File: config.mk
export PLATFORM = sky130hd
export DESIGN_NAME = sst_ctrl_flat
export DESIGN_NICKNAME = d
export VERILOG_FILES = /design/src/hdl/sst_pkg.sv /design/src/hdl/sst_ifs.sv /design/src/hdl/sst_ctrl.sv /design/src/flat_wrapper.sv
export VERILOG_INCLUDE_DIRS = /design/src /design/src/hdl
export SDC_FILE = /design/constraint.sdc
export NUM_CORES = 1
export LEC_CHECK = 0
export BUFFER_PORTS_ARGS = -buffer_cell sky130_fd_sc_hd__buf_4
export CAP_MARGIN = 20
export CORE_MARGIN = 3
export CORE_UTILIZATION = 45
export CTS_CLUSTER_SIZE = 28
export DETAILED_ROUTE_END_ITERATION = 6
export PLACE_DENSITY = 0.7
export SYNTH_ARGS = -nofsm -noshare
export SYNTH_HDL_FRONTEND = slang
export SYNTH_SLANG_ARGS = --single-unit
File: constraint.sdc
create_clock -name clk -period 6.9 [get_ports clk]
set_clock_uncertainty 0.2 [all_clocks]
set_input_delay 0.345 -clock clk [delete_from_list [all_inputs] [get_ports clk]]
set_output_delay 0.345 -clock clk [all_outputs]
set_load 0.01 [all_outputs]
File: src/hdl/skip_successor_table_macros.svh
// Assertion macros of the skip successor table RTL, included by sst_ctrl.
// Depends on nothing; files that check their own logic include this header.
`ifndef SKIP_SUCCESSOR_TABLE_MACROS_SVH
`define SKIP_SUCCESSOR_TABLE_MACROS_SVH

// Same-cycle implication, disabled while reset is asserted.
`define SST_ASSERT_IMPL(name, clk, rst_n, ante, cons, msg) \
	name: assert property (@(posedge clk) disable iff (!rst_n) (ante) |-> (cons)) \
		else $error(msg);

// Next-cycle implication, disabled while reset is asserted.
`define SST_ASSERT_NEXT(name, clk, rst_n, ante, cons, msg) \
	name: assert property (@(posedge clk) disable iff (!rst_n) (ante) |=> (cons)) \
		else $error(msg);

`endif

File: src/hdl/sst_pkg.sv
// Shared widths, payload types and command codes of the skip successor table.
// No dependencies; every file but the macro header imports this package.
package sst_pkg;

	localparam int ID_W   = 10;
	localparam int SUCC_W = 11;
	localparam int CNT_W  = 10;
	localparam int IDX_W  = 10;

	// Command field code; the other value is a query.
	localparam logic CMD_FILTER = 1'b0;

	typedef logic [ID_W-1:0]   id_t;
	typedef logic [SUCC_W-1:0] succ_t;
	typedef logic [CNT_W-1:0]  cnt_t;
	typedef logic [IDX_W-1:0]  idx_t;

endpackage

File: src/hdl/sst_ifs.sv
// Valid/ready channel interfaces for commands and responses.
// Depends on sst_pkg for the payload types.
interface sst_cmd_if import sst_pkg::*; ();
	logic valid;
	logic ready;
	logic command;
	id_t  item_id;

	modport source (output valid, output command, output item_id, input ready);
	modport sink (input valid, input command, input item_id, output ready);
endinterface

interface sst_rsp_if import sst_pkg::*; ();
	logic  valid;
	logic  ready;
	succ_t successor_id;
	logic  is_removed;
	cnt_t  removed_total;
	idx_t  last_index;

	modport source (output valid, output successor_id, output is_removed,
		output removed_total, output last_index, input ready);
	modport sink (input valid, input successor_id, input is_removed,
		input removed_total, input last_index, output ready);
endinterface

File: src/hdl/sst_ctrl.sv
// Command sequencer of the skip successor table: extent fill, redirect sweep,
// query reads and the response register. Depends on sst_pkg, sst_ifs, macros.
`include "skip_successor_table_macros.svh"

module sst_ctrl import sst_pkg::*; #(
	parameter int TABLE_DEPTH = 1024
) (
	input  logic                           clk,
	input  logic                           arst_n,
	sst_cmd_if.sink                        cmd_ch,
	sst_rsp_if.source                      rsp_ch,
	output logic                           mem_we,
	output logic [$clog2(TABLE_DEPTH)-1:0] mem_waddr,
	output succ_t                          mem_wdata,
	output logic                           mem_re,
	output logic [$clog2(TABLE_DEPTH)-1:0] mem_raddr,
	input  succ_t                          mem_rdata
);

	localparam int AW = $clog2(TABLE_DEPTH);
	localparam int EW = $clog2(TABLE_DEPTH + 1);
	localparam int CW = (EW > SUCC_W) ? EW : SUCC_W;

	typedef logic [CW-1:0] wide_t;

	localparam logic [3:0] ST_IDLE   = 4'd0;
	localparam logic [3:0] ST_CHK_RD = 4'd1;
	localparam logic [3:0] ST_CHK_EV = 4'd2;
	localparam logic [3:0] ST_FILL   = 4'd3;
	localparam logic [3:0] ST_NXT_RD = 4'd4;
	localparam logic [3:0] ST_NXT_EV = 4'd5;
	localparam logic [3:0] ST_SWEEP  = 4'd6;
	localparam logic [3:0] ST_QRY_A  = 4'd7;
	localparam logic [3:0] ST_QRY_B  = 4'd8;
	localparam logic [3:0] ST_QRY_C  = 4'd9;

	logic [3:0]    state_q;
	id_t           id_q;
	logic [EW-1:0] extent_q;
	cnt_t          count_q;
	wide_t         k_q;
	succ_t         nxt_q;
	succ_t         succ_q;
	logic          rd_v_s1;
	logic [AW-1:0] rd_addr_s1;

	logic          rsp_valid_q;
	succ_t         rsp_succ_q;
	logic          rsp_removed_q;
	cnt_t          rsp_total_q;
	idx_t          rsp_last_q;

	wide_t         id_w, ext_w, in_id_w, idm1_w;
	logic [AW-1:0] id_addr, idm1_addr;
	logic          in_range, filt_ok, sweep_rd, sweep_hit, accept, rsp_load;
	succ_t         id_as_succ;

	assign id_w       = wide_t'(id_q);
	assign ext_w      = wide_t'(extent_q);
	assign in_id_w    = wide_t'(cmd_ch.item_id);
	assign idm1_w     = id_w - wide_t'(1);
	assign id_addr    = id_w[AW-1:0];
	assign idm1_addr  = idm1_w[AW-1:0];
	assign id_as_succ = SUCC_W'(id_q);
	// Entries at or past the extent are not stored; they read as id plus one.
	assign in_range   = id_w < ext_w;
	assign filt_ok    = (in_id_w != '0) && (in_id_w + wide_t'(1) <= wide_t'(TABLE_DEPTH));
	assign sweep_rd   = k_q < id_w;
	assign sweep_hit  = rd_v_s1 && (mem_rdata == id_as_succ);
	assign accept     = cmd_ch.valid && cmd_ch.ready;
	assign rsp_load   = (state_q == ST_QRY_C) && (!rsp_valid_q || rsp_ch.ready);

	assign cmd_ch.ready         = (state_q == ST_IDLE);
	assign rsp_ch.valid         = rsp_valid_q;
	assign rsp_ch.successor_id  = rsp_succ_q;
	assign rsp_ch.is_removed    = rsp_removed_q;
	assign rsp_ch.removed_total = rsp_total_q;
	assign rsp_ch.last_index    = rsp_last_q;

	always_comb begin
		mem_we    = 1'b0;
		mem_waddr = k_q[AW-1:0];
		mem_wdata = SUCC_W'(k_q + wide_t'(1));
		mem_re    = 1'b0;
		mem_raddr = id_addr;
		unique case (state_q)
			ST_CHK_RD: begin
				mem_re    = 1'b1;
				mem_raddr = idm1_addr;
			end
			ST_FILL: begin
				mem_we = 1'b1;
			end
			ST_NXT_RD: begin
				mem_re = 1'b1;
			end
			ST_SWEEP: begin
				// Read entry k while the entry read in the previous cycle is rewritten.
				mem_re    = sweep_rd;
				mem_raddr = k_q[AW-1:0];
				mem_we    = sweep_hit;
				mem_waddr = rd_addr_s1;
				mem_wdata = nxt_q;
			end
			ST_QRY_A: begin
				mem_re = in_range;
			end
			ST_QRY_B: begin
				mem_re    = in_range && (id_q != '0);
				mem_raddr = idm1_addr;
			end
			default: begin
			end
		endcase
	end

	always_ff @(posedge clk or negedge arst_n) begin
		if (!arst_n) begin
			state_q  <= ST_IDLE;
			extent_q <= '0;
			count_q  <= '0;
			rd_v_s1  <= 1'b0;
		end else begin
			rd_v_s1 <= (state_q == ST_SWEEP) && sweep_rd;
			unique case (state_q)
				ST_IDLE: begin
					if (accept) begin
						if (cmd_ch.command == CMD_FILTER && filt_ok) begin
							if (in_id_w < ext_w) begin
								state_q <= ST_CHK_RD;
							end else begin
								count_q <= count_q + CNT_W'(1);
								state_q <= ST_FILL;
							end
						end else begin
							state_q <= ST_QRY_A;
						end
					end
				end
				ST_CHK_RD: state_q <= ST_CHK_EV;
				ST_CHK_EV: begin
					// The id is already removed when its predecessor skips it.
					if (mem_rdata != id_as_succ) begin
						state_q <= ST_QRY_A;
					end else begin
						count_q <= count_q + CNT_W'(1);
						state_q <= ST_NXT_RD;
					end
				end
				ST_FILL: begin
					if (k_q == id_w) begin
						extent_q <= EW'(id_w + wide_t'(1));
						state_q  <= ST_NXT_RD;
					end
				end
				ST_NXT_RD: state_q <= ST_NXT_EV;
				ST_NXT_EV: state_q <= ST_SWEEP;
				ST_SWEEP: begin
					if (!sweep_rd && !rd_v_s1) begin
						state_q <= ST_QRY_A;
					end
				end
				ST_QRY_A: state_q <= ST_QRY_B;
				ST_QRY_B: state_q <= ST_QRY_C;
				ST_QRY_C: begin
					if (rsp_load) begin
						state_q <= ST_IDLE;
					end
				end
				default: state_q <= ST_IDLE;
			endcase
		end
	end

	always_ff @(posedge clk) begin
		if (accept) begin
			id_q <= cmd_ch.item_id;
			k_q  <= ext_w;
		end
		if (state_q == ST_FILL && k_q != id_w) begin
			k_q <= k_q + wide_t'(1);
		end
		if (state_q == ST_NXT_EV) begin
			nxt_q <= mem_rdata;
			k_q   <= '0;
		end
		if (state_q == ST_SWEEP && sweep_rd) begin
			k_q <= k_q + wide_t'(1);
		end
		rd_addr_s1 <= k_q[AW-1:0];
		if (state_q == ST_QRY_B) begin
			succ_q <= in_range ? mem_rdata : SUCC_W'(id_w + wide_t'(1));
		end
	end

	always_ff @(posedge clk or negedge arst_n) begin
		if (!arst_n) begin
			rsp_valid_q <= 1'b0;
		end else if (rsp_load) begin
			rsp_valid_q <= 1'b1;
		end else if (rsp_ch.ready) begin
			rsp_valid_q <= 1'b0;
		end
	end

	always_ff @(posedge clk) begin
		if (rsp_load) begin
			rsp_succ_q    <= succ_q;
			rsp_removed_q <= (id_q != '0) && in_range && (mem_rdata != id_as_succ);
			rsp_total_q   <= count_q;
			rsp_last_q    <= (extent_q == '0) ? '0 : IDX_W'(ext_w - wide_t'(1));
		end
	end

	`SST_ASSERT_IMPL(a_idle_no_write, clk, arst_n, state_q == ST_IDLE, !mem_we, "table written while idle")
	`SST_ASSERT_IMPL(a_sweep_below_id, clk, arst_n, mem_we && state_q == ST_SWEEP, wide_t'(mem_waddr) < id_w, "sweep wrote at or above the filtered id")
	`SST_ASSERT_NEXT(a_extent_grows, clk, arst_n, 1'b1, extent_q >= $past(extent_q), "table extent shrank")
	`SST_ASSERT_IMPL(a_extent_bound, clk, arst_n, 1'b1, ext_w <= wide_t'(TABLE_DEPTH), "table extent beyond depth")
	`SST_ASSERT_NEXT(a_count_stable, clk, arst_n, state_q != ST_IDLE && state_q != ST_CHK_EV, $stable(count_q), "removed count changed mid command")

endmodule

File: src/flat_wrapper.sv
// flat-port wrapper written by rule: the top's interface ports become plain ports
module sst_ctrl_flat import sst_pkg::*;
#(
	parameter int TABLE_DEPTH = 1024
)
  (clk, arst_n, mem_we, mem_waddr, mem_wdata, mem_re, mem_raddr, mem_rdata, cmd_ch_valid, cmd_ch_command, cmd_ch_item_id, cmd_ch_ready, rsp_ch_valid, rsp_ch_successor_id, rsp_ch_is_removed, rsp_ch_removed_total, rsp_ch_last_index, rsp_ch_ready);
  sst_cmd_if cmd_ch_i ();
  sst_rsp_if rsp_ch_i ();
  input  logic clk;
  input  logic arst_n;
  output logic mem_we;
  output logic [$clog2(TABLE_DEPTH)-1:0] mem_waddr;
  output succ_t mem_wdata;
  output logic mem_re;
  output logic [$clog2(TABLE_DEPTH)-1:0] mem_raddr;
  input  succ_t mem_rdata;
  input wire logic [$bits(cmd_ch_i.valid)-1:0] cmd_ch_valid;
  input wire logic [$bits(cmd_ch_i.command)-1:0] cmd_ch_command;
  input wire logic [$bits(cmd_ch_i.item_id)-1:0] cmd_ch_item_id;
  output wire logic [$bits(cmd_ch_i.ready)-1:0] cmd_ch_ready;
  output wire logic [$bits(rsp_ch_i.valid)-1:0] rsp_ch_valid;
  output wire logic [$bits(rsp_ch_i.successor_id)-1:0] rsp_ch_successor_id;
  output wire logic [$bits(rsp_ch_i.is_removed)-1:0] rsp_ch_is_removed;
  output wire logic [$bits(rsp_ch_i.removed_total)-1:0] rsp_ch_removed_total;
  output wire logic [$bits(rsp_ch_i.last_index)-1:0] rsp_ch_last_index;
  input wire logic [$bits(rsp_ch_i.ready)-1:0] rsp_ch_ready;
  assign cmd_ch_i.valid = cmd_ch_valid;
  assign cmd_ch_i.command = cmd_ch_command;
  assign cmd_ch_i.item_id = cmd_ch_item_id;
  assign cmd_ch_ready = cmd_ch_i.ready;
  assign rsp_ch_valid = rsp_ch_i.valid;
  assign rsp_ch_successor_id = rsp_ch_i.successor_id;
  assign rsp_ch_is_removed = rsp_ch_i.is_removed;
  assign rsp_ch_removed_total = rsp_ch_i.removed_total;
  assign rsp_ch_last_index = rsp_ch_i.last_index;
  assign rsp_ch_i.ready = rsp_ch_ready;
  sst_ctrl #(.TABLE_DEPTH(TABLE_DEPTH)) u_core (.clk(clk), .arst_n(arst_n), .cmd_ch(cmd_ch_i), .rsp_ch(rsp_ch_i), .mem_we(mem_we), .mem_waddr(mem_waddr), .mem_wdata(mem_wdata), .mem_re(mem_re), .mem_raddr(mem_raddr), .mem_rdata(mem_rdata));
endmodule
==> impl_metrics.prom <==
# TYPE chip_impl_metric gauge
chip_impl_metric{name="placementRows",unit=""} 41
chip_impl_metric{name="timing.setup.tns",unit="ns"} 0
chip_impl_metric{name="cts_post_setup_buffers_inserted",unit=""} 0
chip_impl_info{name="cts-root-buf",value="sky130_fd_sc_hd__clkbuf_16"} 1
chip_impl_metric{name="clock-sinks",unit=""} 112
chip_impl_metric{name="async_flop_share",unit=""} 0.2411
chip_impl_metric{name="detailedRoute.firstPassIterationCount",unit=""} 5
chip_impl_metric{name="avgSynthCellArea",unit="sq um"} 10.65
chip_impl_metric{name="final_layout_size_suffix_gt1_frac",unit=""} 0.2074
chip_impl_metric{name="first_global_vias",unit=""} 4594
chip_impl_metric{name="post-route-drc-count",unit=""} 0
chip_impl_metric{name="drv.max_cap_violation_count",unit=""} 0
chip_impl_metric{name="finalCritPeriodShare",unit=""} 0.5029
chip_impl_metric{name="viasPerCell",unit=""} 5.558
chip_impl_metric{name="placement.io_buffers",unit=""} 92
chip_impl_metric{name="insertion_delay",unit="ns"} 0.35
chip_impl_info{name="synth_top_flop_cell",value="sky130_fd_sc_hd__edfxtp_1"} 1
chip_impl_metric{name="final_net_count",unit=""} 734
chip_impl_metric{name="drt.antenna.violating_nets",unit=""} 0
chip_impl_metric{name="ys_seq_area_frac",unit=""} 0.5137
chip_impl_metric{name="die_width",unit="um"} 122.3
chip_impl_info{name="result_of_the_run",value="complete, no violations"} 1
chip_impl_metric{name="largest_voltage_drop_on_the_vdd_net",unit="uV"} 257.7
chip_impl_metric{name="drt_first_iter_violations",unit=""} 370
chip_impl_info{name="criticalPathCategory",value="reg2reg"} 1
chip_impl_metric{name="groute.usage.overall",unit=""} 0.2227
chip_impl_metric{name="power_per_cell_area",unit="nW/um^2"} 363.5
chip_impl_metric{name="cts_resized",unit=""} 0
chip_impl_metric{name="r2r_slack",unit="ns"} 3.43
chip_impl_metric{name="cts.reportedPaths.clkPinSlew",unit="ns"} 0.07
chip_impl_metric{name="cts_hold_buffers",unit=""} 19
chip_impl_metric{name="max_freq",unit="GHz"} 0.2882
chip_impl_metric{name="initial_antenna_violation_count",unit=""} 0
chip_impl_metric{name="hpwl",unit="mm"} 12.09
chip_impl_metric{name="post_synthesis_register_bit_count",unit=""} 112
chip_impl_metric{name="syn-num-nets",unit=""} 631
chip_impl_metric{name="drv_slew",unit=""} 0
chip_impl_metric{name="start_util",unit=""} 0.4711
chip_impl_metric{name="dieArea",unit="sq um"} 14960
chip_impl_metric{name="finalWorstSetupSlack",unit="ns"} 3.430
chip_impl_metric{name="crit_arrival",unit="ns"} 3.27
chip_impl_metric{name="crit_path_max_fanout",unit=""} 30
chip_impl_metric{name="timing.final.crit_period",unit="ns"} 3.470
chip_impl_metric{name="routabilityCongestion",unit=""} 0.8835
chip_impl_metric{name="ctsHtreeMaxLevel",unit=""} 3
chip_impl_metric{name="layout-area-overhead-vs-synth",unit="%"} 21.64
chip_impl_metric{name="critical_path_required",unit="ns"} 6.70
chip_impl_metric{name="wl_per_cell",unit="um"} 19.00
chip_impl_metric{name="tightest_slew",unit="ns"} 1.043
chip_impl_info{name="critical_path_end_type",value="flip-flop"} 1
chip_impl_metric{name="dp_slack",unit="ns"} 3.449
chip_impl_metric{name="top_level_port_count",unit=""} 93
chip_impl_metric{name="synth_edf_count",unit=""} 75
chip_impl_metric{name="clockBufferDepth",unit=""} 2
chip_impl_info{name="hold_path_class",value="in2reg"} 1
chip_impl_info{name="timing.critical_path.from_type",value="flip-flop"} 1
chip_impl_metric{name="grt_first_pass_wirelength",unit="mm"} 25.22
chip_impl_info{name="setup_repair_after_global_routing_missed_its_margin",value="false"} 1
chip_impl_metric{name="insertedDiodeCount",unit=""} 0
chip_impl_metric{name="post_syn_instances",unit=""} 572
chip_impl_metric{name="post_synth_instance_area",unit="sq um"} 6090
chip_impl_metric{name="pin_count_of_the_biggest_net_entering_global_routing",unit=""} 33
chip_impl_metric{name="totalWireLength",unit="mm"} 16.19
chip_impl_metric{name="cts_made_buffers",unit=""} 9
chip_impl_metric{name="netlist-cell-type-count",unit=""} 59
chip_impl_metric{name="power_leakage",unit="nW"} 3.013
chip_impl_metric{name="synth.yosys.warnings",unit=""} 0
chip_impl_metric{name="die_y",unit="um"} 122.3
chip_impl_info{name="cts_tree",value="done"} 1
chip_impl_metric{name="finalHoldViolations",unit=""} 0
chip_impl_metric{name="core_region_area",unit="sq um"} 12930
chip_impl_metric{name="residual_overflow_from_global_routing",unit=""} 0
chip_impl_metric{name="report.power.total",unit="mW"} 2.693
chip_impl_metric{name="maxSlewHeadroom",unit=""} 0.3049
chip_impl_metric{name="route.vias.total",unit=""} 4735
chip_impl_metric{name="count_of_final_setup_violators",unit=""} 0
==> cell usage in the layout, fill, tap and decap left out, types with 3 or more instances in the layout <==
cell type,instances
sky130_fd_sc_hd__a21o_1,6
sky130_fd_sc_hd__clkbuf_16,9
sky130_fd_sc_hd__nand3_1,27
sky130_fd_sc_hd__nand4_1,3
sky130_fd_sc_hd__o2111ai_1,3
sky130_fd_sc_hd__dfxtp_1,10
sky130_fd_sc_hd__ha_1,33
sky130_fd_sc_hd__a221o_1,4
sky130_fd_sc_hd__o211ai_1,5
sky130_fd_sc_hd__nor3_1,14
sky130_fd_sc_hd__o22a_1,3
sky130_fd_sc_hd__o21a_1,3
sky130_fd_sc_hd__nor2_1,56
sky130_fd_sc_hd__xor2_1,15
sky130_fd_sc_hd__and3_1,5
sky130_fd_sc_hd__a211oi_1,13
sky130_fd_sc_hd__a21oi_1,16
sky130_fd_sc_hd__o311ai_0,3
sky130_fd_sc_hd__or3_1,3
sky130_fd_sc_hd__nand2_1,70
sky130_fd_sc_hd__inv_1,28
sky130_fd_sc_hd__buf_4,95
sky130_fd_sc_hd__mux2i_1,3
sky130_fd_sc_hd__dfrtp_1,27
sky130_fd_sc_hd__a31oi_1,4
sky130_fd_sc_hd__xnor2_1,28
sky130_fd_sc_hd__nand2b_1,7
sky130_fd_sc_hd__o21ai_0,25
sky130_fd_sc_hd__nor4_1,7
sky130_fd_sc_hd__edfxtp_1,75
sky130_fd_sc_hd__nor2b_1,3
sky130_fd_sc_hd__mux2_2,20
sky130_fd_sc_hd__dlygate4sd3_1,21
==> where the power goes <==
part | internal (mW) | switching (mW) | total, mW
clock network | 0.258 | 0.231 | 0.488
registers | 0.897 | 0.185 | 1.08
logic | 0.501 | 0.621 | 1.12
total | 1.66 | 1.04 | 2.69
==> synthesized netlist by cell type (4+ instances only) <==
library cell	number	area share
sky130_fd_sc_hd__dfxtp_1	10	0.033
sky130_fd_sc_hd__xnor2_1	28	0.040
sky130_fd_sc_hd__mux2_2	20	0.037
sky130_fd_sc_hd__a211oi_1	13	0.016
sky130_fd_sc_hd__a31oi_1	4	0.0041
sky130_fd_sc_hd__a21o_1	6	0.0074
sky130_fd_sc_hd__nor3_1	15	0.012
sky130_fd_sc_hd__nand2_1	70	0.043
sky130_fd_sc_hd__and3_1	5	0.0051
sky130_fd_sc_hd__dfrtp_1	27	0.11
sky130_fd_sc_hd__o211ai_1	5	0.0062
sky130_fd_sc_hd__nor4_1	7	0.0072
sky130_fd_sc_hd__buf_6	4	0.0074
sky130_fd_sc_hd__o21ai_0	25	0.021
sky130_fd_sc_hd__nand3_1	27	0.022
sky130_fd_sc_hd__nand2b_1	7	0.0072
sky130_fd_sc_hd__ha_1	33	0.068
sky130_fd_sc_hd__a21oi_1	17	0.014
sky130_fd_sc_hd__buf_2	10	0.0082
sky130_fd_sc_hd__a221o_1	4	0.0066
sky130_fd_sc_hd__edfxtp_1	75	0.37
sky130_fd_sc_hd__nor2_1	56	0.035
sky130_fd_sc_hd__inv_1	28	0.017
sky130_fd_sc_hd__xor2_1	15	0.022
sky130_fd_sc_hd__clkbuf_1	7	0.0043
==> worst max-delay path, cell delays in order (launching register included) <==
cell and delay, ns:
sky130_fd_sc_hd__dfrtp_1 0.53, sky130_fd_sc_hd__nand2b_1 0.29, sky130_fd_sc_hd__and2b_1 0.88, sky130_fd_sc_hd__nand2_1 0.16
sky130_fd_sc_hd__o22a_1 0.53, sky130_fd_sc_hd__nand2_1 0.52
==> final cells by class <==
class / count / area [sq um]
fillers: 1134 / 5520
clock buffers: 12 / 246.5
repair buffers: 117 / 950.9
inverters: 28 / 105.1
flip-flops and latches: 112 / 3128
multi-input cells: 407 / 2731
well taps: 172 / 215.2
clock inverters: 4 / 30.03
==> final timing paths <==
kind,depth (start not counted),to,from
worst min-delay path,2,u_core.rsp_ch.valid,rsp_ch_ready
worst min register to register,0,u_core.rsp_ch.successor_id[9],u_core.succ_q[9]
worst max-delay path,5,u_core.k_q[2],u_core.state_q[3]
min in group asynchronous,2,u_core.count_q[1],arst_n
max in group asynchronous,2,u_core.ext_w[5],arst_n
worst max register to register,5,u_core.k_q[2],u_core.state_q[3]
==> per-stage QoR <==
stage / std cells / instance area (sq um) / hold slack (ns) / util
after global routing: 852 / 7407 / 0.004985 / 0.5730
after detailed placement: 812 / 6878 / 0.08744 / 0.5320
after CTS: 847 / 7345 / 0.0004041 / 0.5681
after floorplan: 572 / 6090 / -0.1506 / -
final: 852 / 7407 / 0.01238 / 0.5730
after global placement: 812 / 6878 / 0.07879 / 0.5320
==> routing by layer <==
layer  vias to the layer above  global-route usage  routed length [um]
li1                       2259                   -                   -
met1                      2293              0.2924                6887
met2                       165              0.3803                8150
met3                        18             0.03594                 902
met4                         0             0.06718                 246
met5                         -                   0                   0
==> logic make-up (layout without fill, tap and decap cells) <==
| kind of cell | count (synthesis) | in the layout | share of synthesized area |
|---|---|---|---|
| multiplexers | 24 | 24 | 0.04438 |
| AO/OA/AOI/OAI | 97 | 97 | 0.1075 |
| flip-flops | 112 | 112 | 0.5137 |
| adder cells (fa/ha/maj) | 33 | 33 | 0.06780 |
| XOR/XNOR | 44 | 44 | 0.06452 |
| AND/OR/NAND/NOR | 209 | 209 | 0.1617 |
| buffers and inverters | 53 | 161 | 0.04048 |
==> flip-flops by register name, summed over array words and instances, names as in the netlist <==
register                     count
u_core.rsp_ch.valid              1
u_core.k_q                      11
u_core.ext_w                    11
u_core.rsp_ch.is_removed         1
u_core.nxt_q                    11
u_core.rd_addr_s1               10
u_core.rsp_ch.removed_total     10
u_core.rd_v_s1                   1
u_core.succ_q                   11
u_core.rsp_ch.last_index        10
u_core.id_addr                  10
u_core.rsp_ch.successor_id      11
u_core.count_q                  10
u_core.state_q                   4
No activity file was read; power rests on OpenSTA's default activity.
